### src/hdl/text_console_writer_defines.svh
// Assertion macros shared by the console writer.
`ifndef TEXT_CONSOLE_WRITER_DEFINES_SVH
`define TEXT_CONSOLE_WRITER_DEFINES_SVH

// Same-cycle implication, sampled on clk, off while rst_n is low.
`define TCW_ASSERT_NOW(lbl, ante, cons, msg) \
    lbl: assert property (@(posedge clk) disable iff (!rst_n) (ante) |-> (cons)) \
        else $error(msg);

// Next-cycle implication, sampled on clk, off while rst_n is low.
`define TCW_ASSERT_NEXT(lbl, ante, cons, msg) \
    lbl: assert property (@(posedge clk) disable iff (!rst_n) (ante) |=> (cons)) \
        else $error(msg);

`endif

### src/hdl/tcw_pkg.sv
`timescale 1ns / 1ps

package tcw_pkg;

    localparam int COLUMNS_DEF  = 80;
    localparam int ROWS_DEF     = 25;
    localparam int TAB_STEP_DEF = 10;

    localparam int REQ_W  = 3;
    localparam int CHAR_W = 8;
    localparam int COLIN_W = 8;
    localparam int RADDR_W = 11;
    localparam int POS_W  = 12;

    localparam logic [CHAR_W-1:0] NEWLINE_CODE = 8'd10;

    typedef enum logic [REQ_W-1:0] {
        REQ_PUT    = 3'd0,
        REQ_BS     = 3'd1,
        REQ_TAB    = 3'd2,
        REQ_CLEAR  = 3'd3,
        REQ_SETCOL = 3'd4,
        REQ_READ   = 3'd5
    } req_t;

    typedef enum logic [2:0] {
        ST_INIT,
        ST_IDLE,
        ST_EXEC,
        ST_SCROLL,
        ST_CLEAR,
        ST_RESP
    } state_t;

    typedef struct packed {
        logic capture;
        logic exec;
        logic scroll_go;
        logic clear_go;
        logic sweep_run;
        logic load_out;
    } cmd_t;

    typedef struct packed {
        logic needs_scroll;
        logic is_clear;
        logic at_end;
        logic sweep_done;
        logic out_free;
    } status_t;

endpackage

### src/hdl/tcw_datapath.sv
`timescale 1ns / 1ps

module tcw_datapath #(
    parameter int COLUMNS  = tcw_pkg::COLUMNS_DEF,
    parameter int ROWS     = tcw_pkg::ROWS_DEF,
    parameter int TAB_STEP = tcw_pkg::TAB_STEP_DEF
) (
    input  logic                                  clk,
    input  logic                                  rst_n,
    input  tcw_pkg::cmd_t                         cmd,
    output tcw_pkg::status_t                      st,
    input  logic [tcw_pkg::REQ_W-1:0]             in_req,
    input  logic [tcw_pkg::CHAR_W-1:0]            in_char,
    input  logic [tcw_pkg::COLIN_W-1:0]           in_col,
    input  logic [tcw_pkg::RADDR_W-1:0]           in_addr,
    input  logic                                  out_ready,
    output logic                                  out_valid,
    output logic [tcw_pkg::POS_W-1:0]             out_pos,
    output logic [tcw_pkg::CHAR_W-1:0]            out_cell,
    output logic                                  out_scrolled,
    output logic                                  mem_wr_en,
    output logic [$clog2(COLUMNS*ROWS)-1:0]       mem_wr_addr,
    output logic [tcw_pkg::CHAR_W-1:0]            mem_wr_data,
    output logic                                  mem_wr_from_rd,
    output logic                                  mem_rd_en,
    output logic [$clog2(COLUMNS*ROWS)-1:0]       mem_rd_addr,
    input  logic [tcw_pkg::CHAR_W-1:0]            mem_rd_data
);

    localparam int CELLS   = COLUMNS * ROWS;
    localparam int CELL_AW = $clog2(CELLS);
    localparam int OFF_W   = $clog2(CELLS + 1);
    localparam int ROW_W   = $clog2(ROWS + 1);
    localparam int COL_W   = $clog2(COLUMNS);
    localparam int CW      = tcw_pkg::CHAR_W;

    localparam logic [OFF_W-1:0]   COLS_OFF  = OFF_W'(COLUMNS);
    localparam logic [OFF_W-1:0]   TAB_OFF   = OFF_W'(TAB_STEP);
    localparam logic [OFF_W-1:0]   LAST_ROW  = OFF_W'(CELLS - COLUMNS);
    localparam logic [ROW_W-1:0]   ROWS_R    = ROW_W'(ROWS);
    localparam logic [COL_W-1:0]   COL_LAST  = COL_W'(COLUMNS - 1);
    localparam logic [COL_W:0]     COLS_X    = (COL_W + 1)'(COLUMNS);
    localparam logic [COL_W:0]     TAB_X     = (COL_W + 1)'(TAB_STEP);
    localparam logic [tcw_pkg::COLIN_W:0] COLS_IN = (tcw_pkg::COLIN_W + 1)'(COLUMNS);
    localparam logic [CELL_AW-1:0] SWP_LAST  = CELL_AW'(CELLS - 1);
    localparam logic [CELL_AW-1:0] SWP_COPY  = CELL_AW'(CELLS - COLUMNS);
    localparam logic [CELL_AW-1:0] COLS_A    = CELL_AW'(COLUMNS);

    logic [tcw_pkg::REQ_W-1:0]   req_reg;
    logic [CW-1:0]               char_reg;
    logic [tcw_pkg::COLIN_W-1:0] colin_reg;
    logic                        rhit_reg;
    logic [CELL_AW-1:0]          raddr_reg;
    logic [ROW_W-1:0]            row_reg, row_next;
    logic [COL_W-1:0]            col_reg, col_next;
    logic [OFF_W-1:0]            off_reg, off_next;
    logic                        scr_reg, scr_next;
    logic [CELL_AW-1:0]          sweep_reg, sweep_next;
    logic                        copy_reg, copy_next;
    logic                        ov_reg;
    logic [tcw_pkg::POS_W-1:0]   opos_reg;
    logic [CW-1:0]               ocell_reg;
    logic                        oscr_reg;

    logic                        at_end;
    logic                        put_real;
    logic [OFF_W-1:0]            off_rs;
    logic [OFF_W-1:0]            off_nl;
    logic [OFF_W-1:0]            off_bs;
    logic [COL_W:0]              tab_sum;
    logic [tcw_pkg::COLIN_W:0]   colin_x;
    logic [tcw_pkg::RADDR_W+CELL_AW-1:0] addr_ext;
    logic [OFF_W+tcw_pkg::POS_W-1:0]     pos_ext;
    logic                        out_free;

    assign at_end   = (row_reg == ROWS_R);
    assign put_real = (char_reg != '0);
    assign off_rs   = off_reg - OFF_W'(col_reg);
    assign off_nl   = off_rs + COLS_OFF;
    assign off_bs   = (off_reg != '0) ? (off_reg - OFF_W'(1)) : off_reg;
    assign tab_sum  = {1'b0, col_reg} + TAB_X;
    assign colin_x  = {1'b0, colin_reg};
    assign addr_ext = {{CELL_AW{1'b0}}, in_addr};
    assign pos_ext  = {{tcw_pkg::POS_W{1'b0}}, off_reg};
    assign out_free = !ov_reg || out_ready;

    always_comb
    begin
        st.at_end       = at_end;
        st.needs_scroll = at_end && (((req_reg == tcw_pkg::REQ_PUT) && put_real)
                                     || (req_reg == tcw_pkg::REQ_TAB));
        st.is_clear     = (req_reg == tcw_pkg::REQ_CLEAR);
        st.sweep_done   = (sweep_reg == SWP_LAST);
        st.out_free     = out_free;
    end

    // Scroll sweep: rows up, last row zeroed; others zero all. Commands: at most one cell.
    always_comb
    begin
        mem_wr_en      = 1'b0;
        mem_wr_addr    = '0;
        mem_wr_data    = '0;
        mem_wr_from_rd = 1'b0;
        mem_rd_en      = 1'b0;
        mem_rd_addr    = '0;
        if (cmd.sweep_run)
        begin
            mem_wr_en   = 1'b1;
            mem_wr_addr = sweep_reg;
            if (copy_reg && (sweep_reg < SWP_COPY))
            begin
                mem_wr_from_rd = 1'b1;
                mem_rd_en      = 1'b1;
                mem_rd_addr    = sweep_reg + COLS_A;
            end
        end
        else if (cmd.exec)
        begin
            case (req_reg)
                tcw_pkg::REQ_PUT:
                begin
                    if (put_real && (char_reg != tcw_pkg::NEWLINE_CODE))
                    begin
                        mem_wr_en   = 1'b1;
                        mem_wr_addr = off_reg[CELL_AW-1:0];
                        mem_wr_data = char_reg;
                    end
                end
                tcw_pkg::REQ_BS:
                begin
                    mem_wr_en   = 1'b1;
                    mem_wr_addr = off_bs[CELL_AW-1:0];
                end
                tcw_pkg::REQ_READ:
                begin
                    mem_rd_en   = rhit_reg;
                    mem_rd_addr = raddr_reg;
                end
                default:
                begin
                    mem_rd_en = 1'b0;
                end
            endcase
        end
    end

    always_comb
    begin
        row_next   = row_reg;
        col_next   = col_reg;
        off_next   = off_reg;
        scr_next   = scr_reg;
        sweep_next = sweep_reg;
        copy_next  = copy_reg;
        if (cmd.capture)
        begin
            scr_next = 1'b0;
        end
        if (cmd.sweep_run)
        begin
            sweep_next = (sweep_reg == SWP_LAST) ? '0 : (sweep_reg + CELL_AW'(1));
        end
        if (cmd.scroll_go)
        begin
            row_next   = ROW_W'(ROWS - 1);
            col_next   = '0;
            off_next   = LAST_ROW;
            scr_next   = 1'b1;
            sweep_next = '0;
            copy_next  = 1'b1;
        end
        if (cmd.clear_go)
        begin
            row_next   = '0;
            col_next   = '0;
            off_next   = '0;
            sweep_next = '0;
            copy_next  = 1'b0;
        end
        if (cmd.exec)
        begin
            case (req_reg)
                tcw_pkg::REQ_PUT:
                begin
                    if (char_reg == tcw_pkg::NEWLINE_CODE)
                    begin
                        off_next = off_nl;
                        col_next = '0;
                        row_next = row_reg + ROW_W'(1);
                    end
                    else if (put_real)
                    begin
                        off_next = off_reg + OFF_W'(1);
                        if (col_reg == COL_LAST)
                        begin
                            col_next = '0;
                            row_next = row_reg + ROW_W'(1);
                        end
                        else
                        begin
                            col_next = col_reg + COL_W'(1);
                        end
                    end
                end
                tcw_pkg::REQ_BS:
                begin
                    if (off_reg != '0)
                    begin
                        off_next = off_bs;
                        if (col_reg == '0)
                        begin
                            col_next = COL_LAST;
                            row_next = row_reg - ROW_W'(1);
                        end
                        else
                        begin
                            col_next = col_reg - COL_W'(1);
                        end
                    end
                end
                tcw_pkg::REQ_TAB:
                begin
                    if (tab_sum > COLS_X)
                    begin
                        off_next = off_nl;
                        col_next = '0;
                        row_next = row_reg + ROW_W'(1);
                    end
                    else
                    begin
                        off_next = off_reg + TAB_OFF;
                        if (tab_sum == COLS_X)
                        begin
                            col_next = '0;
                            row_next = row_reg + ROW_W'(1);
                        end
                        else
                        begin
                            col_next = tab_sum[COL_W-1:0];
                        end
                    end
                end
                tcw_pkg::REQ_SETCOL:
                begin
                    // at the end of the screen any column saturates back to the end
                    if (!at_end && (colin_x <= COLS_IN))
                    begin
                        off_next = off_rs + OFF_W'(colin_reg);
                        if (colin_x == COLS_IN)
                        begin
                            col_next = '0;
                            row_next = row_reg + ROW_W'(1);
                        end
                        else
                        begin
                            col_next = colin_reg[COL_W-1:0];
                        end
                    end
                end
                default:
                begin
                    off_next = off_reg;
                end
            endcase
        end
    end

    always_ff @(posedge clk or negedge rst_n)
    begin
        if (!rst_n)
        begin
            row_reg   <= '0;
            col_reg   <= '0;
            off_reg   <= '0;
            scr_reg   <= 1'b0;
            sweep_reg <= '0;
            copy_reg  <= 1'b0;
            ov_reg    <= 1'b0;
        end
        else
        begin
            row_reg   <= row_next;
            col_reg   <= col_next;
            off_reg   <= off_next;
            scr_reg   <= scr_next;
            sweep_reg <= sweep_next;
            copy_reg  <= copy_next;
            if (cmd.load_out)
            begin
                ov_reg <= 1'b1;
            end
            else if (out_ready)
            begin
                ov_reg <= 1'b0;
            end
        end
    end

    always_ff @(posedge clk)
    begin
        if (cmd.capture)
        begin
            req_reg   <= in_req;
            char_reg  <= in_char;
            colin_reg <= in_col;
            rhit_reg  <= (32'(in_addr) < 32'(CELLS));
            raddr_reg <= addr_ext[CELL_AW-1:0];
        end
        if (cmd.load_out)
        begin
            opos_reg  <= pos_ext[tcw_pkg::POS_W-1:0];
            ocell_reg <= ((req_reg == tcw_pkg::REQ_READ) && rhit_reg) ? mem_rd_data : '0;
            oscr_reg  <= scr_reg;
        end
    end

    assign out_valid    = ov_reg;
    assign out_pos      = opos_reg;
    assign out_cell     = ocell_reg;
    assign out_scrolled = oscr_reg;

endmodule
### config.mk
export PLATFORM = sky130hd
export DESIGN_NAME = tcw_datapath
export DESIGN_NICKNAME = d
export VERILOG_FILES = /design/src/hdl/text_console_writer_defines.svh /design/src/hdl/tcw_pkg.sv /design/src/hdl/tcw_datapath.sv
export SDC_FILE = /design/constraint.sdc
export NUM_CORES = 1
export LEC_CHECK = 0
export BUFFER_PORTS_ARGS = -buffer_cell sky130_fd_sc_hd__buf_2
export CAP_MARGIN = 20
export CORE_UTILIZATION = 45
export CTS_CLUSTER_SIZE = 10
export DETAILED_ROUTE_END_ITERATION = 10
export PLACE_DENSITY = 0.65
export SLEW_MARGIN = 40
export SYNTH_ARGS = -nofsm -noshare
export SYNTH_HDL_FRONTEND = slang
export SYNTH_SLANG_ARGS = --single-unit
### constraint.sdc
create_clock -name clk -period 4.2 [get_ports clk]
set_input_delay 0.42 -clock clk [delete_from_list [all_inputs] [get_ports clk]]
set_output_delay 0.42 -clock clk [all_outputs]
set_load 0.03 [all_outputs]
==> impl_results.md, run 1 <==
* Sequential share of the synthesized area at 34.3%
* Ant diodes at 0
* Initial antenna violation count at 0
* List of most frequent post-synthesis cells: nor2_1, nand2_1, o21ai_0
* Post-Syn Area at slightly above 7000 µm²
* Pwr dens at 421 nW/µm²
* DRT iter0 DRCs at 965
* FMAX at around 0.27 GHz
* Leakage at 3.34 nW
* Synthesis-to-finish area growth at 14.7%
* Die area at 16400 µm²
* Pin count of the biggest net entering global routing at 38
* Setup Buffers After CTS at 0
* H-tree levels at 3
* Ys async rst share at roughly 42%
* Worst-skew pair later-pin latency at 360 ps
* Hold buffers post-CTS at 0
* Clk sink count at 88
* Crit path max fanout at 9
* ANT nets after route at 0
* Post-synth EDFFs at 51
* Synth Area in XOR/XNOR at 5.01%
* Proportion of power drawn by the clock network at approximately 24%
* Unique masters post-synth at 80
* Worst Tran Pin Value at 871 ps
* Fin. max-slew vios at 0
* Top FF cell, synth: edfxtp_1
* Peak VDD IR at 0.254 mV
* Syn Inst Count at 863
* Initial core utilization at 46.6%
* DR vias/cell at 6.24
* Sw frac at 40.4%
* Arr. time, crit path at 3960 ps
* Skew final at between 10 and 15 ps
* Switch Pwr at 1.40 mW
* Worst setup SP type: flip-flop
* Final worst slack at 467 ps
* Cell-internal power at 2.06 mW
* # DRC at 0
* # rows at 45
* Final hold violation count at 0
* Io pins at around 110
* Clk root buf: clkbuf_16
* Fin crit period at 3730 ps
* First-pass GRT wire length at 37100 µm
* Via count of the first global-routing pass at 6763
* Synth top area cells: edfxtp_1, dfrtp_1, ha_1, o21ai_0, nor2_1
* Layout cells sized above 1 at 17.1%
* Detailed Route WL at 23800 µm
* Yosys warning count at 0
* Design area at 8220 µm²
* Synthesized flop and latch total at 88
* Most numerous cell in the Yosys netlist: nor2_1
* DR WL/cell at around 20 µm
* Nets at 1031
* Hold crit path type: in -> async
* Crit path required time at 4430 ps
* Cts bufs inserted at 9
* Yosys top cell area share at 21.4%
* First-pass detailed-route iteration total at 5
* Layout Utilization at 53.5%
* Core region area at ~15000 µm²
* Hold_ws at 55.3 ps
* Final setup viols at 0
* Synth Area in Compound Gates at 25.8%
* Post_cts resized at 0
* Syn Nets at 945
* Largest family of logic cells by synthesized area: compound AO/OA/AOI/OAI gates
* Instance area at placement at 7910 µm²
* Outcome: finished, final reports clean
* Gate power share at 45.0%
* Power share of the sequential group at between 30% and 40%
* GRT overflow at 0
* Placed Instances at 1149
* Non-filler cells, final at 1165
* Worst-path clk slew at 70 ps
* Max cap viols at 0
* Crit. End Element: flip-flop
* Total power at 3.46 mW
* Simple-Gate Fraction of Synth Area at 22.7%
* Setup TNS at 0 ps
* Setup CP Type: reg -> reg
* RePlAce Congestion at 0.960
* DIE HEIGHT at 128 µm
* Adder-cell share of the synthesized area at about 6.3%
* Cell accounting for the most synthesized area: edfxtp_1
* Clock Tree Buf Depth at 2
* CTS tree: yes
* Total GRT Usage at 29.8%
* Syn Area/Cell at between 8 and 9 µm²
* Final Cycle Share at ~89%
* PortBufs at 105
* RSZ-0062 raised after global routing: false
* Die W at about 130 µm
* Pre-CTS setup slack at 535 ps
* Routed vias at 7268
* Max_slew headroom at around 41%
* Post-synthesis mux area share at 1.15%
* Detailed placement HPWL at 17600 µm
## power groups by stage
stage          Sequential [mW]  Clock (mW)  Combinational [mW]
6_report                  1.06       0.844                1.56
5_1_grt                   1.07       0.887                1.70
4_1_cts                   1.06       0.856                1.52
3_5_place_dp              1.07           0                1.51
3_3_place_gp              1.07           0                1.51
2_1_floorplan             1.09           0                1.07
## layout by cell type (no fill, tap or decap), types with 9 or more instances in the layout
cell type    n
a22o_1      14
dfrtp_1     37
and2_1      21
xnor2_1     26
o21a_1       9
o21ai_1     15
clkbuf_16    9
nor3_1      26
and3_1      17
nor2_1      83
inv_1       28
nand2_1     79
nand3_1     29
a31oi_1     12
buf_2      104
o211ai_1    12
or3_1        9
edfxtp_1    51
o21ai_0     64
nand2b_1    10
xor2_1      15
ha_1        33
o22ai_1     12
buf_4       25
a21oi_1     59
## layer usage
metal  up-vias  global-route usage, %  part of all wire (%)  wire [µm]
li1       3385                      -                     -          -
met1      3382                   40.7                    43      10200
met2       433                   46.1                    44      10600
met3        68                   6.68                   9.8       2330
met4         0                   10.6                   2.8        674
met5         -                      0                     0          0
## logic make-up after synthesis
logic type | after synthesis
AOI/OAI and AO/OA | 281
xor gates and xnor gates | 41
adders and majority gates | 35
buffers and inverters | 83
DFF | 88
muxes | 8
other | 1
and+or+nand+nor | 326
## critical path: stages, from the launching register on
cell,delay (ps)
dfrtp_1,490
ha_1,280
fa_1,420
nor2b_1,230
o21ai_0,110
a21oi_1,320
ha_1,360
o2111ai_1,130
nand3_1,130
o41ai_1,540
o31ai_1,110
and3_1,200
o32ai_1,220
a21oi_1,70
## path summary, 6_finish.rpt
check	start	to	slack (ps)	depth (start not counted)
setup / recovery	col_reg[0]	off_reg[10]	470	13
max in group asynchronous	rst_n	row_reg[3]	3760	1
setup reg to reg	col_reg[0]	off_reg[10]	470	13
hold reg to reg	scr_reg	out_scrolled	450	0
hold / removal	rst_n	off_reg[3]	60	1
min in group clk	in_col[5]	colin_reg[5]	240	1
## area by class of cell
| class | count | area [µm²] |
|---|---|---|
| clock inverters | 5 | 62.6 |
| inverters | 29 | 109 |
| repair buffers | 129 | 708 |
| fillers | 1451 | 7150 |
| multi-input cells | 692 | 4370 |
| flip-flops and latches | 88 | 2460 |
| clock buffers | 11 | 243 |
| well taps | 211 | 264 |
Note: power is estimated with default switching activity, not from simulation.
==> inputs of run 2 (changes only) <==
==> constraint.sdc (replaced) <==
create_clock -name clk -period 3.6 [get_ports clk]
set_input_delay 0.36 -clock clk [delete_from_list [all_inputs] [get_ports clk]]
set_output_delay 0.36 -clock clk [all_outputs]
set_load 0.03 [all_outputs]
==> impl_results.md, run 2 (synthesis results as in run 1) <==
* DR WL/cell at 20.0 µm
* Worst Reg2Reg Path Length in Cells at 14
* Nets at 1051
* Arr. time, crit path at between 3000 and 4000 ps
* CTS tree: yes
* Clock Tree Buf Depth at 2
* Initial core utilization at 46.6%
* ANT nets after route at 0
* Ant diodes at 0
* # DRC at 0
* DRT iter0 DRCs at 875
* Total GRT Usage at 29.2%
* First-pass detailed-route iteration total at 8
* Die area at around 16000 µm²
* FMAX at roughly 0.29 GHz
* Skew final at 11.2 ps
* RePlAce Congestion at 0.970
* Hold crit path type: in -> async
* Fillers at 1487
* Outcome: complete, but fails checks
* Detailed placement HPWL at 17600 µm
* Die W at about 130 µm
* Peak VDD IR at 0.264 mV
* Layout Utilization at 54.6%
* Final Cycle Share at a little over nine tenths
* Pin count of the biggest net entering global routing at 38
* Worst setup SP type: flip-flop
* Io pins at 107
* Worst-skew pair later-pin latency at 360 ps
* Setup CP Type: reg -> reg
* Detailed Route WL at 23700 µm
* Core region area at 15400 µm²
* Met1 GRT Util at 39.8%
* Total power at roughly 4.1 mW
* Final hold violation count at 7
* Leakage at 3.43 nW
* Failing checks: negative hold slack
* Reg2reg start: col_reg[1]
* Most frequent cells in the layout: buf_2, nor2_1, nand2_1
* Cts bufs inserted at 9
* Synthesis-to-finish area growth at 17.1%
* Commonest non-fill, non-tap cell in the layout: buf_2
* Initial antenna violation count at 0
* Max cap viols at 0
* Worst Tran Pin Value at 745 ps
* M3 GR Usage at 7.89%
* First-pass GRT wire length at 36300 µm
* Worst-path clk slew at 70 ps
* Worst reg2reg endpoint: off_reg[10]
* GR peak layer: met2
* Clk root buf: clkbuf_16
* Routed vias at 7392
* Crit path required time at 3830 ps
* PortBufs at 105
* Final setup viols at 0
* Flop-to-flop setup slack at 110 ps
* Setup TNS at 0 ps
* Crit path max fanout at 5
* Hold buffers post-CTS at 0
* Max_slew headroom at between 50% and 60%
* DR vias/cell at 6.24
* GRT overflow at 0
* Hold_ws at -6.76 ps
* Pwr dens at 493 nW/µm²
* Via count of the first global-routing pass at 6623
* Fin. max-slew vios at 0
* Clk sink count at 88
* # rows at 45
* Fin crit period at 3490 ps
* H-tree levels at 3
* GR met2 Demand/Resource at a little over two fifths
* Layout cells sized above 1 at 19.2%
* DIE HEIGHT at 128 µm
* Crit. End Element: flip-flop
==> run 2: timing repair <==
item,CTS,global route
setup buffers,0,0
gates resized for setup,0,3
setup endpoints to repair,0,3
==> run 2: worst max path at each step <==
stage               startpoint     endpoint  slack [ps]  cells after the start
floorplan           col_reg[1]  off_reg[10]          50                     14
global placement    col_reg[1]  off_reg[10]         110                     14
detailed placement  col_reg[1]  off_reg[10]          20                     14
CTS                 col_reg[1]  off_reg[10]           8                     14
global route        col_reg[1]  off_reg[10]         -30                     14
finish              col_reg[1]  off_reg[10]         110                     14
==> run 2: final cells by class <==
class	count	area (µm²)	area share (%)
Clock inverter	6	67.6	0.806
Timing Repair Buffer	149	858	10.2
Clock buffer	10	229	2.73
Inverter	29	109	1.30
Tap cell	211	264	3.15
Multi-Input combinational cell	692	4400	52.5
Sequential cell	88	2460	29.3
==> run 2: power breakdown <==
group	leakage, nW	switching [mW]	internal (mW)
combinational	2.29	1.17	0.769
sequential	1.01	0.0735	1.16
clock	0.141	0.415	0.542
==> run 2: per-stage QoR <==
| stage | setup slack (ps) | area [µm²] | cells |
|---|---|---|---|
| after floorplan | 53.8 | 7160 | 863 |
| after global placement | 108 | 8060 | 1169 |
| after detailed placement | 16.8 | 8060 | 1169 |
| after CTS | 7.79 | 8360 | 1185 |
| after global routing | -30.9 | 8390 | 1185 |
| final | 111 | 8390 | 1185 |
==> run 2: worst max-delay path, cell delays in order, from the launching register on <==
cell	delay, ps
dfrtp_1	340
inv_1	60
ha_1	290
nor2b_1	160
o2111a_1	270
or4_1	520
and2_4	200
ha_4	280
o2111ai_1	120
nand3_1	160
o41ai_2	100
or4_1	410
and3_1	170
o32ai_1	220
a21oi_1	60
==> run 2: routing by layer <==
layer / part of all wire [%] / vias up / routed length, µm
met5: 0 / - / 0
met1: 43 / 3443 / 10100
li1: - / 3431 / -
met3: 11 / 75 / 2600
met4: 3.3 / 0 / 792
met2: 43 / 443 / 10200
