===== src/hdl/text_console_writer_defines.svh =====
// Assertion macros shared by the console writer.
`ifndef TEXT_CONSOLE_WRITER_DEFINES_SVH
`define TEXT_CONSOLE_WRITER_DEFINES_SVH

// Same-cycle implication, sampled on clk, off while rst_n is low.
`define TCW_ASSERT_NOW(lbl, ante, cons, msg) \
    lbl: assert property (@(posedge clk) disable iff (!rst_n) (ante) |-> (cons)) \
        else $error(msg);

// Next-cycle implication, sampled on clk, off while rst_n is low.
`define TCW_ASSERT_NEXT(lbl, ante, cons, msg) \
    lbl: assert property (@(posedge clk) disable iff (!rst_n) (ante) |=> (cons)) \
        else $error(msg);

`endif


===== src/hdl/tcw_pkg.sv =====
`timescale 1ns / 1ps

package tcw_pkg;

    localparam int COLUMNS_DEF  = 80;
    localparam int ROWS_DEF     = 25;
    localparam int TAB_STEP_DEF = 10;

    localparam int REQ_W  = 3;
    localparam int CHAR_W = 8;
    localparam int COLIN_W = 8;
    localparam int RADDR_W = 11;
    localparam int POS_W  = 12;

    localparam logic [CHAR_W-1:0] NEWLINE_CODE = 8'd10;

    typedef enum logic [REQ_W-1:0] {
        REQ_PUT    = 3'd0,
        REQ_BS     = 3'd1,
        REQ_TAB    = 3'd2,
        REQ_CLEAR  = 3'd3,
        REQ_SETCOL = 3'd4,
        REQ_READ   = 3'd5
    } req_t;

    typedef enum logic [2:0] {
        ST_INIT,
        ST_IDLE,
        ST_EXEC,
        ST_SCROLL,
        ST_CLEAR,
        ST_RESP
    } state_t;

    typedef struct packed {
        logic capture;
        logic exec;
        logic scroll_go;
        logic clear_go;
        logic sweep_run;
        logic load_out;
    } cmd_t;

    typedef struct packed {
        logic needs_scroll;
        logic is_clear;
        logic at_end;
        logic sweep_done;
        logic out_free;
    } status_t;

endpackage


===== src/hdl/tcw_ctrl.sv =====
`timescale 1ns / 1ps

module tcw_ctrl (
    input  logic             clk,
    input  logic             rst_n,
    input  logic             in_valid,
    output logic             in_ready,
    input  tcw_pkg::status_t st,
    output tcw_pkg::cmd_t    cmd
);

    tcw_pkg::state_t state_reg;
    tcw_pkg::state_t state_next;

    always_ff @(posedge clk or negedge rst_n)
    begin
        if (!rst_n)
        begin
            state_reg <= tcw_pkg::ST_INIT;
        end
        else
        begin
            state_reg <= state_next;
        end
    end

    always_comb
    begin
        state_next = state_reg;
        cmd        = '0;
        in_ready   = 1'b0;
        case (state_reg)
            tcw_pkg::ST_INIT:
            begin
                cmd.sweep_run = 1'b1;
                if (st.sweep_done)
                begin
                    state_next = tcw_pkg::ST_IDLE;
                end
            end
            tcw_pkg::ST_IDLE:
            begin
                in_ready = 1'b1;
                if (in_valid)
                begin
                    cmd.capture = 1'b1;
                    state_next  = tcw_pkg::ST_EXEC;
                end
            end
            tcw_pkg::ST_EXEC:
            begin
                if (st.needs_scroll)
                begin
                    cmd.scroll_go = 1'b1;
                    state_next    = tcw_pkg::ST_SCROLL;
                end
                else if (st.is_clear)
                begin
                    cmd.clear_go = 1'b1;
                    state_next   = tcw_pkg::ST_CLEAR;
                end
                else
                begin
                    cmd.exec   = 1'b1;
                    state_next = tcw_pkg::ST_RESP;
                end
            end
            tcw_pkg::ST_SCROLL:
            begin
                cmd.sweep_run = 1'b1;
                // back to execute: the request itself still has to be applied
                if (st.sweep_done)
                begin
                    state_next = tcw_pkg::ST_EXEC;
                end
            end
            tcw_pkg::ST_CLEAR:
            begin
                cmd.sweep_run = 1'b1;
                if (st.sweep_done)
                begin
                    state_next = tcw_pkg::ST_RESP;
                end
            end
            tcw_pkg::ST_RESP:
            begin
                if (st.out_free)
                begin
                    cmd.load_out = 1'b1;
                    state_next   = tcw_pkg::ST_IDLE;
                end
            end
            default:
            begin
                state_next = tcw_pkg::ST_IDLE;
            end
        endcase
    end

endmodule


===== config.mk =====
export PLATFORM = sky130hd
export DESIGN_NAME = tcw_ctrl
export DESIGN_NICKNAME = d
export VERILOG_FILES = /design/src/hdl/text_console_writer_defines.svh /design/src/hdl/tcw_pkg.sv /design/src/hdl/tcw_ctrl.sv
export SDC_FILE = /design/constraint.sdc
export NUM_CORES = 1
export LEC_CHECK = 0
export BUFFER_PORTS_ARGS = -buffer_cell sky130_fd_sc_hd__buf_4
export CORE_AREA = 4 4 41 43
export DETAILED_ROUTE_END_ITERATION = 6
export DIE_AREA = 0 0 45 47
export HOLD_SLACK_MARGIN = 0.1
export SETUP_SLACK_MARGIN = 0.2
export SYNTH_ARGS = -nofsm -noshare
export SYNTH_HDL_FRONTEND = slang
export SYNTH_SLANG_ARGS = --single-unit

===== constraint.sdc =====
create_clock -name clk -period 1.38 [get_ports clk]
set_input_delay 0 -clock clk [delete_from_list [all_inputs] [get_ports clk]]
set_output_delay 0 -clock clk [all_outputs]
set_load 0.005 [all_outputs]

==> impl_metrics.json, run 1 <==
{
  "status": "completed",
  "grt_pass1_wl_um": 1050,
  "tightest_slew_ns": 0.293,
  "drc": 0,
  "core_area_um2": 1300,
  "setup_viol_count_final": 0,
  "cts_sinks": 3,
  "seq_area_frac_synth_pct": 34.1,
  "post-route-period-util_pct": 86.2,
  "cts_root_buf": "clkbuf_4",
  "synth.avg_cell_area_um2": 8.47,
  "drt_wl_total_um": 722,
  "use_met1_pct": 8.24,
  "drive_gt1_share_pct": 60.9,
  "vias_per_cell": 4.31,
  "die_area_um2": 2120,
  "diodes": 0,
  "hold_class": "in -> reg",
  "vias": 263,
  "grt_pass1_vias": 250,
  "swShare_pct": 39.3,
  "setup_tns_ns": 0,
  "crit_required_ns": 1.38,
  "drv_cap": 0,
  "utilization_pct": 33.6,
  "synth_area_um2": 220,
  "power_frac_seq_pct": 30.1,
  "pin_count": 15,
  "syn_to_final_growth_pct": 98.3,
  "cts_tree": "done",
  "chipHeight_um": 47,
  "die_w_um": 45,
  "worst-path-max-fanout": 5,
  "grt_remaining_overflow": 0,
  "p_sw_mw": 0.321,
  "synth_top_area_share_pct": 34.1,
  "ys_types": 20,
  "cp-start-kind": "flop",
  "hold_viol": 0,
  "synth.area.top_cells": "dfrtp_1 34%, nor3_1 6.8%, a311oi_2 6.8%",
  "clk_pin_slew_worst_paths_ns": 0.04,
  "slew-limit-headroom_pct": 80.3,
  "gr-usage-met3_pct": 3.07,
  "htree_levels": 1,
  "portBuffers": 13,
  "fillerInstances": 151,
  "min_period_ns": 1.19,
  "syn_nets": 34,
  "cts_max_path_buffers": 2,
  "grt_max_degree": 11,
  "largest_reg_flops": 3,
  "synth_top_area_cell": "dfrtp_1",
  "final_nets": 55,
  "num_rows": 13,
  "cts_buffers": 3,
  "p_comb_share_pct": 50.3,
  "wire_per_inst_um": 11.8,
  "power.internal_mw": 0.496,
  "drt-initial-drc-count": 4,
  "rsz0062_at_grt": "true",
  "drv_slew": 0,
  "vdd_drop_max_v": 0.000678,
  "first_pass_iters": 2,
  "ys_ff_latch": 3,
  "cellPowerDensity_nw_per_um2": 1870,
  "antenna_left": 0,
  "critPathKind": "reg -> out",
  "dp_hpwl_um": 418,
  "synth_warnings": 0,
  "cp-end-kind": "primary output",
  "syn_inst": 26,
  "grt_busiest_layer": "met4",
  "cp_data_arrival_time_ns": 1.19,
  "p_leak_nw": 0.193,
  "place_congestion": 0.726,
  "grt_antenna_before_repair": 0,
  "initial_core_util_pct": 16.9,
  "power.share.clock_pct": 19.6,
  "clock_skew_ns": 0.00205,
  "max_clock_freq_ghz": 0.840,
  "clock_latency_ns": 0.24,
  "gr-usage-all-layers_pct": 8.47,
  "met2_usage_pct": 10.2
}
cell families after synthesis:
| group | after synthesis | synth area share (%) |
|---|---|---|
| AOI/OAI and AO/OA | 6 | 21.0 |
| buffers and inverters | 4 | 9.65 |
| DFF | 3 | 34.1 |
| and+or+nand+nor | 13 | 35.2 |
power by group through the flow:
| stage | registers (mW) | clock network (mW) | logic (mW) |
|---|---|---|---|
| detailed placement | 0.226 | 0 | 0.294 |
| global placement | 0.222 | 0 | 0.293 |
| finish | 0.246 | 0.160 | 0.411 |
| floorplan | 0.138 | 0 | 0.265 |
| CTS | 0.238 | 0.168 | 0.369 |
| global route | 0.256 | 0.183 | 0.456 |
cells in the mapped netlist:
cell type,count
a211oi_1,1
a21oi_1,1
a22o_1,1
a311oi_2,1
and2_1,1
and4b_1,1
buf_2,1
buf_4,1
clkbuf_2,1
dfrtp_1,3
inv_1,1
nand2_1,1
nand2b_1,1
nand3_1,1
nor2_1,1
nor3_1,3
nor3b_1,2
nor4_1,1
o21ai_0,2
or2_1,1
what timing repair did:
item / 4_1_cts / 5_1_grt
setup endpoints to repair: 4 / 6
hold buffers: 3 / 0
setup buffers: 1 / 2
pin swaps: 0 / 3
hold endpoints to repair: 4 / 0
resized for setup: 7 / 2
cell usage in the layout, fill, tap and decap left out:
| master | Yosys | layout |
|---|---|---|
| a21oi_1 | 1 | 1 |
| nand3_1 | 1 | 1 |
| buf_4 | 1 | 16 |
| dlygate4sd3_1 | 0 | 3 |
| nand2b_4 | 0 | 1 |
| nor3_1 | 3 | 1 |
| a311oi_2 | 1 | 1 |
| clkbuf_1 | 0 | 1 |
| nor4_2 | 0 | 1 |
| clkbuf_4 | 0 | 3 |
| and4b_1 | 1 | 1 |
| a22o_1 | 1 | 1 |
| nor3_2 | 0 | 1 |
| o21ai_0 | 2 | 2 |
| and2_1 | 1 | 1 |
| nand2_1 | 1 | 1 |
| inv_1 | 1 | 1 |
| or2_1 | 1 | 1 |
| dfrtp_2 | 0 | 3 |
| a211oi_1 | 1 | 1 |
| nor3b_2 | 0 | 1 |
| nor2_1 | 1 | 1 |
| nor3b_1 | 2 | 1 |
| nor3_4 | 0 | 1 |
worst max-delay path: stages (launching register included):
cell,delay (ns)
dfrtp_2,0.43
nand2b_4,0.17
nor3_4,0.11
and2_1,0.14
buf_4,0.10
through the flow:
| stage | area [um^2] | hold WS [ns] | instances | total power, mW | worst slack, ns |
|---|---|---|---|---|---|
| after floorplan | 220 | -0.296 | 26 | 0.403 | 0.342 |
| after global placement | 319 | -0.211 | 51 | 0.515 | 0.283 |
| after detailed placement | 319 | -0.210 | 51 | 0.521 | 0.272 |
| after CTS | 409 | 0.117 | 59 | 0.775 | 0.175 |
| after global routing | 437 | 0.136 | 61 | 0.895 | 0.119 |
| final | 437 | 0.130 | 61 | 0.817 | 0.190 |
area by class of cell:
type	count	area, um^2	share of cell area (%)
Tap cell	15	18.8	4.30
Timing Repair Buffer	19	150	34.4
Clock buffer	4	26.3	6.02
Sequential cell	3	78.8	18.1
Inverter	1	3.75	0.860
Multi-Input combinational cell	19	159	36.4
path summary, 6_finish.rpt:
path	startpoint	end	slack [ns]	cells past startpoint
max reg2reg	state_reg[0]	state_reg[0]	0.23	3
min reg2reg	state_reg[2]	state_reg[1]	0.57	1
max in group asynchronous	rst_n	state_reg[1]	0.59	3
min	st[1]	state_reg[0]	0.13	3
min in group asynchronous	rst_n	state_reg[0]	0.64	3
max	state_reg[0]	cmd[2]	0.19	4
routing by layer:
metal  part of all wire [%]  wire length [um]
met1                     39               281
met5                      0                 0
met2                     48               346
met3                    6.1                44
met4                    6.9                50
Note: power is estimated with default switching activity, not from simulation.
==> inputs of run 2 (changes only) <==
--- a/config.mk
+++ b/config.mk
@@ -6,10 +6,13 @@
 export NUM_CORES = 1
 export LEC_CHECK = 0
 export BUFFER_PORTS_ARGS = -buffer_cell sky130_fd_sc_hd__buf_4
+export CELL_PAD_IN_SITES_DETAIL_PLACEMENT = 0
+export CELL_PAD_IN_SITES_GLOBAL_PLACEMENT = 2
 export CORE_AREA = 4 4 41 43
 export DETAILED_ROUTE_END_ITERATION = 6
 export DIE_AREA = 0 0 45 47
 export HOLD_SLACK_MARGIN = 0.1
+export PLACE_DENSITY_LB_ADDON = 0.1
 export SETUP_SLACK_MARGIN = 0.2
 export SYNTH_ARGS = -nofsm -noshare
 export SYNTH_HDL_FRONTEND = slang
==> impl_metrics.json, run 2 (synthesis gave the netlist of run 1 again) <==
{
  "portBuffers": 13,
  "p_comb_share_pct": 54.3,
  "drt_wl_total_um": 742,
  "final_nets": 56,
  "cellPowerDensity_nw_per_um2": 1930,
  "vdd_drop_max_v": 0.000588,
  "max_clock_freq_ghz": 0.840,
  "die_w_um": 45,
  "drt-initial-drc-count": 2,
  "p_leak_nw": 0.196,
  "grt_remaining_overflow": 0,
  "cp-end-kind": "primary output",
  "num_rows": 13,
  "power.internal_mw": 0.518,
  "min_period_ns": 1.19,
  "clk_pin_slew_worst_paths_ns": 0.04,
  "cts_buffers": 3,
  "worst-path-max-fanout": 4,
  "setup_viol_count_final": 0,
  "grt_pass1_vias": 302,
  "grt_pass1_wl_um": 1240,
  "power.share.clock_pct": 18.9,
  "htree_levels": 1,
  "antenna_left": 0,
  "grt_antenna_before_repair": 0,
  "cts_sinks": 3,
  "drive_gt1_share_pct": 59.6,
  "diodes": 0,
  "power_mw": 0.836,
  "final_common_cell": "buf_4",
  "vias_per_cell": 4.52,
  "clock_skew_ns": 0.00278,
  "drc": 0,
  "first_pass_iters": 2,
  "vias": 280,
  "crit_required_ns": 1.38,
  "status": "completed",
  "cp-start-kind": "flop",
  "layout_common_cells": "17 x buf_4, 3 x clkbuf_4, 3 x dlygate4sd3_1, 3 x dfrtp_2, 2 x nor3b_1",
  "chipHeight_um": 47,
  "cp_data_arrival_time_ns": 1.19,
  "syn_to_final_growth_pct": 96.6,
  "hold_class": "in -> reg",
  "clock_latency_ns": 0.24,
  "cts_tree": "done",
  "initial_core_util_pct": 16.9,
  "swShare_pct": 38.1,
  "core_area_um2": 1300,
  "pin_count": 15,
  "critPathKind": "reg -> out",
  "power_frac_seq_pct": 26.8,
  "hold_viol": 0,
  "setup_tns_ns": 0,
  "post-route-period-util_pct": 86.3,
  "p_sw_mw": 0.318,
  "wire_per_inst_um": 12.0,
  "drv_slew": 0,
  "slew-limit-headroom_pct": 85.1,
  "die_area_um2": 2120,
  "rsz0062_at_grt": "true",
  "grt_max_degree": 11,
  "place_congestion": 0.701,
  "cts_root_buf": "clkbuf_4",
  "drv_cap": 0,
  "gr-usage-all-layers_pct": 9.02,
  "tightest_slew_ns": 0.222,
  "cts_max_path_buffers": 2,
  "largest_reg_flops": 3
}
==> run 2: repair_timing <==
item	4_1_cts	5_1_grt
hold buffers	3	0
setup endpoints to repair	4	6
hold endpoints to repair	4	0
gates resized for setup	6	3
buffers inserted	1	3
pin swaps	0	1
==> run 2: metal layers <==
layer	global-route usage (%)	share of wire, %	vias to the layer above
met4	12.3	4.7	0
met5	0	0	-
met2	13.8	53	11
li1	-	-	137
met3	0	2.6	4
met1	10.0	40	128
==> run 2: path summary, 6_finish.rpt <==
path                               from           end  slack, ns  cells past startpoint
min in group asynchronous         rst_n  state_reg[0]       0.64                      3
max in group asynchronous         rst_n  state_reg[2]       0.58                      3
min reg2reg                state_reg[2]  state_reg[1]       0.57                      1
min                               st[3]  state_reg[0]       0.12                      3
max                        state_reg[0]        cmd[2]       0.19                      4
max reg2reg                state_reg[0]  state_reg[0]       0.23                      3
==> run 2: cell type report <==
cell class / instances / area [um^2]
clock buffer: 4 / 26.3
fill: 155 / 868
inverter: 1 / 3.75
multi-input combinational: 19 / 148
sequential: 3 / 78.8
tap: 15 / 18.8
timing repair buffer: 20 / 158
==> run 2: power groups by stage <==
stage	clock, mW	combinational [mW]	sequential [mW]
6_report	0.158	0.454	0.225
3_3_place_gp	0	0.296	0.233
5_1_grt	0.175	0.506	0.234
3_5_place_dp	0	0.296	0.231
2_1_floorplan	0	0.265	0.138
4_1_cts	0.164	0.368	0.235
==> run 2: stage by stage <==
| stage | setup slack (ns) | cells | util [%] | area [um^2] | hold WS, ns |
|---|---|---|---|---|---|
| global placement | 0.234 | 51 | 24.5 | 319 | -0.212 |
| detailed placement | 0.264 | 51 | 24.5 | 319 | -0.210 |
| CTS | 0.200 | 59 | 31.1 | 404 | 0.122 |
| global route | 0.104 | 62 | 33.3 | 433 | 0.129 |
| finish | 0.189 | 62 | 33.3 | 433 | 0.124 |
| floorplan | 0.342 | 26 | - | 220 | -0.296 |
==> run 2: worst max-delay path, cell delays in order, from the launching register on <==
cell	delay [ns]
dfrtp_2	0.42
nand2b_4	0.17
nor3_4	0.12
and2_1	0.14
buf_4	0.10
==> inputs of run 3 (changes only) <==
--- a/config.mk
+++ b/config.mk
@@ -5,14 +5,15 @@
 export SDC_FILE = /design/constraint.sdc
 export NUM_CORES = 1
 export LEC_CHECK = 0
-export BUFFER_PORTS_ARGS = -buffer_cell sky130_fd_sc_hd__buf_4
+export ABC_AREA = 1
+export BUFFER_PORTS_ARGS = -buffer_cell sky130_fd_sc_hd__clkbuf_2
 export CELL_PAD_IN_SITES_DETAIL_PLACEMENT = 0
 export CELL_PAD_IN_SITES_GLOBAL_PLACEMENT = 2
-export CORE_AREA = 4 4 41 43
+export CORE_MARGIN = 4
+export CORE_UTILIZATION = 19
 export DETAILED_ROUTE_END_ITERATION = 6
-export DIE_AREA = 0 0 45 47
 export HOLD_SLACK_MARGIN = 0.1
-export PLACE_DENSITY_LB_ADDON = 0.1
+export PLACE_DENSITY = 0.71
 export SETUP_SLACK_MARGIN = 0.2
 export SYNTH_ARGS = -nofsm -noshare
 export SYNTH_HDL_FRONTEND = slang
==> impl_metrics.json, run 3 <==
{
  "synth_most_common_cell": "nand2_1",
  "multi_input_area_um2": 188,
  "cp_data_arrival_time_ns": 1.15,
  "cts_buffers": 3,
  "initial_core_util_pct": 20.0,
  "p_comb_share_pct": 60.4,
  "power_frac_seq_pct": 24.5,
  "wl_met3_um": 50,
  "post_dp_cell_area_um2": 372,
  "die_area_um2": 2260,
  "hold_slack_ns": 0.164,
  "cts_sinks": 3,
  "cp-start-kind": "flop",
  "drv_slew": 0,
  "synth_area_um2": 298,
  "drt-initial-drc-count": 2,
  "worst-path-max-fanout": 7,
  "synthArstFlopShare_pct": 100,
  "drv_cap": 0,
  "synth_top_area_share_pct": 25.2,
  "clk_pin_slew_worst_paths_ns": 0.03,
  "place_congestion": 0.702,
  "grt_remaining_overflow": 0,
  "power.share.clock_pct": 15.2,
  "status": "completed",
  "hold_viol": 0,
  "ys_ff_latch": 3,
  "drt_wl_total_um": 755,
  "drc": 0,
  "vias": 386,
  "setup_viol_count_final": 0,
  "syn_nets": 57,
  "synth_ff_type": "dfrtp_1",
  "core_area_um2": 1490,
  "drive_gt1_share_pct": 43.1,
  "p_sw_mw": 0.457,
  "portBuffers": 13,
  "setup_tns_ns": 0,
  "wire_per_inst_um": 8.58,
  "post-route-period-util_pct": 83.1,
  "syn_inst": 49,
  "cts_tree": "done",
  "htree_levels": 1,
  "diodes": 0,
  "num_rows": 14,
  "swShare_pct": 46.8,
  "gr-usage-all-layers_pct": 7.46,
  "slew-limit-headroom_pct": 86.8,
  "rsz0062_at_grt": "true",
  "antenna_left": 0,
  "cts_root_buf": "clkbuf_4",
  "top_layer_used": "met3",
  "fillerInstances": 169,
  "grt_max_degree": 10,
  "synth_warnings": 0,
  "pin_count": 15,
  "grt_antenna_before_repair": 0,
  "synth.avg_cell_area_um2": 6.08,
  "regArea_um2": 77.6,
  "clock_latency_ns": 0.23,
  "hold_class": "in -> reg",
  "cellPowerDensity_nw_per_um2": 2070,
  "tightest_slew_ns": 0.198,
  "min_period_ns": 1.15,
  "clock_skew_ns": 0.00169,
  "syn_to_final_growth_pct": 58.8,
  "chipHeight_um": 47.6,
  "largest_reg_flops": 3,
  "vdd_drop_max_v": 0.000794,
  "synth.area.top_cells": "dfrtp_1 25%, nand2_1 13%, nand3_1 12%",
  "layout_common_cells": "12 x clkbuf_2, 10 x nand2_1, 7 x nor2_1, 7 x inv_1, 7 x nand3_1",
  "p_leak_nw": 0.274,
  "power.internal_mw": 0.520,
  "final_common_cell": "clkbuf_2",
  "seq_area_frac_synth_pct": 25.2,
  "place_inst": 77,
  "dr_wl_met2_um": 351,
  "instances_no_fill": 88,
  "synth_edf_count": 0,
  "cts_max_path_buffers": 2,
  "first_pass_iters": 2,
  "final_nets": 81,
  "vias_per_cell": 4.39,
  "wl_met1_um": 353,
  "ys_types": 15,
  "cp-end-kind": "primary output",
  "crit_required_ns": 1.38,
  "grt_pass1_wl_um": 1240,
  "critPathKind": "reg -> out",
  "synth_top_area_cell": "dfrtp_1",
  "dp_hpwl_um": 598,
  "ys_top_cells_by_count": "10 x nand2_1, 9 x nor2_1, 7 x inv_1, 7 x nand3_1, 3 x dfrtp_1",
  "power_mw": 0.977,
  "design_area_um2": 473,
  "max_clock_freq_ghz": 0.872,
  "grt_pass1_vias": 332,
  "die_w_um": 47.6
}
run 3: changes by cell type in the layout (fill, tap and decap cells not counted), moves of 2 or more:
cell / previous run / this run
inv_1: 0 / 7
nand3_1: 1 / 7
nand3_2: 0 / 2
clkbuf_2: 0 / 12
nand2_1: 1 / 10
nor3b_1: 2 / 0
nor2_2: 0 / 3
nor2_1: 1 / 7
buf_4: 17 / 4
run 3: metal layers:
layer	GRT usage, %	up-vias
li1	-	203
met1	9.17	174
met2	12.8	9
met3	1.13	0
met4	3.23	0
met5	0	-
run 3: logic make-up after synthesis:
family / after synthesis / synth area share [%]
simple gates: 33 / 53.4
buf+inv: 10 / 15.1
compound gates: 3 / 6.30
flops: 3 / 25.2
run 3: worst paths after layout:
kind | from | end | slack [ns] | cells after the start
max in group asynchronous | rst_n | state_reg[2] | 0.58 | 3
worst min-delay path | st[0] | state_reg[2] | 0.16 | 4
worst min register to register | state_reg[0] | state_reg[0] | 0.64 | 2
worst max register to register | state_reg[1] | state_reg[2] | 0.29 | 7
min in group asynchronous | rst_n | state_reg[0] | 0.65 | 3
worst max-delay path | state_reg[1] | cmd[2] | 0.23 | 5
run 3: timing repair:
action | in CTS | in global routing
resized for setup | 3 | 4
hold buffers | 3 | 0
setup buffers | 3 | 1
endpoints found under the hold margin | 4 | 0
pin swaps | 1 | 2
setup endpoints to repair | 7 | 7
run 3: per-stage QoR:
stage               worst slack [ns]  util [%]
floorplan                      0.362         -
global placement               0.170      25.0
detailed placement             0.195      25.0
CTS                            0.213      30.8
global route                   0.147      31.8
finish                         0.234      31.8
run 3: worst max-delay path: stages (launching register included):
cell	delay, ns
dfrtp_1	0.41
inv_4	0.08
nor2_4	0.10
nand3b_1	0.12
nor2_1	0.11
buf_2	0.11
run 3: final cells by class:
class                           instances  share of cell area (%)
Tap cell                               16                    4.23
Timing Repair Buffer                   20                    26.5
Sequential cell                         3                    16.4
Clock buffer                            4                    5.56
Inverter                                9                    7.67
Multi-Input combinational cell         36                    39.7
run 3: power by group through the flow:
| stage | clock, mW | sequential (mW) | combinational, mW |
|---|---|---|---|
| after floorplan | 0 | 0.176 | 0.416 |
| after global placement | 0 | 0.229 | 0.511 |
| after detailed placement | 0 | 0.222 | 0.499 |
| after CTS | 0.160 | 0.226 | 0.577 |
| after global routing | 0.169 | 0.245 | 0.677 |
| final | 0.148 | 0.239 | 0.590 |
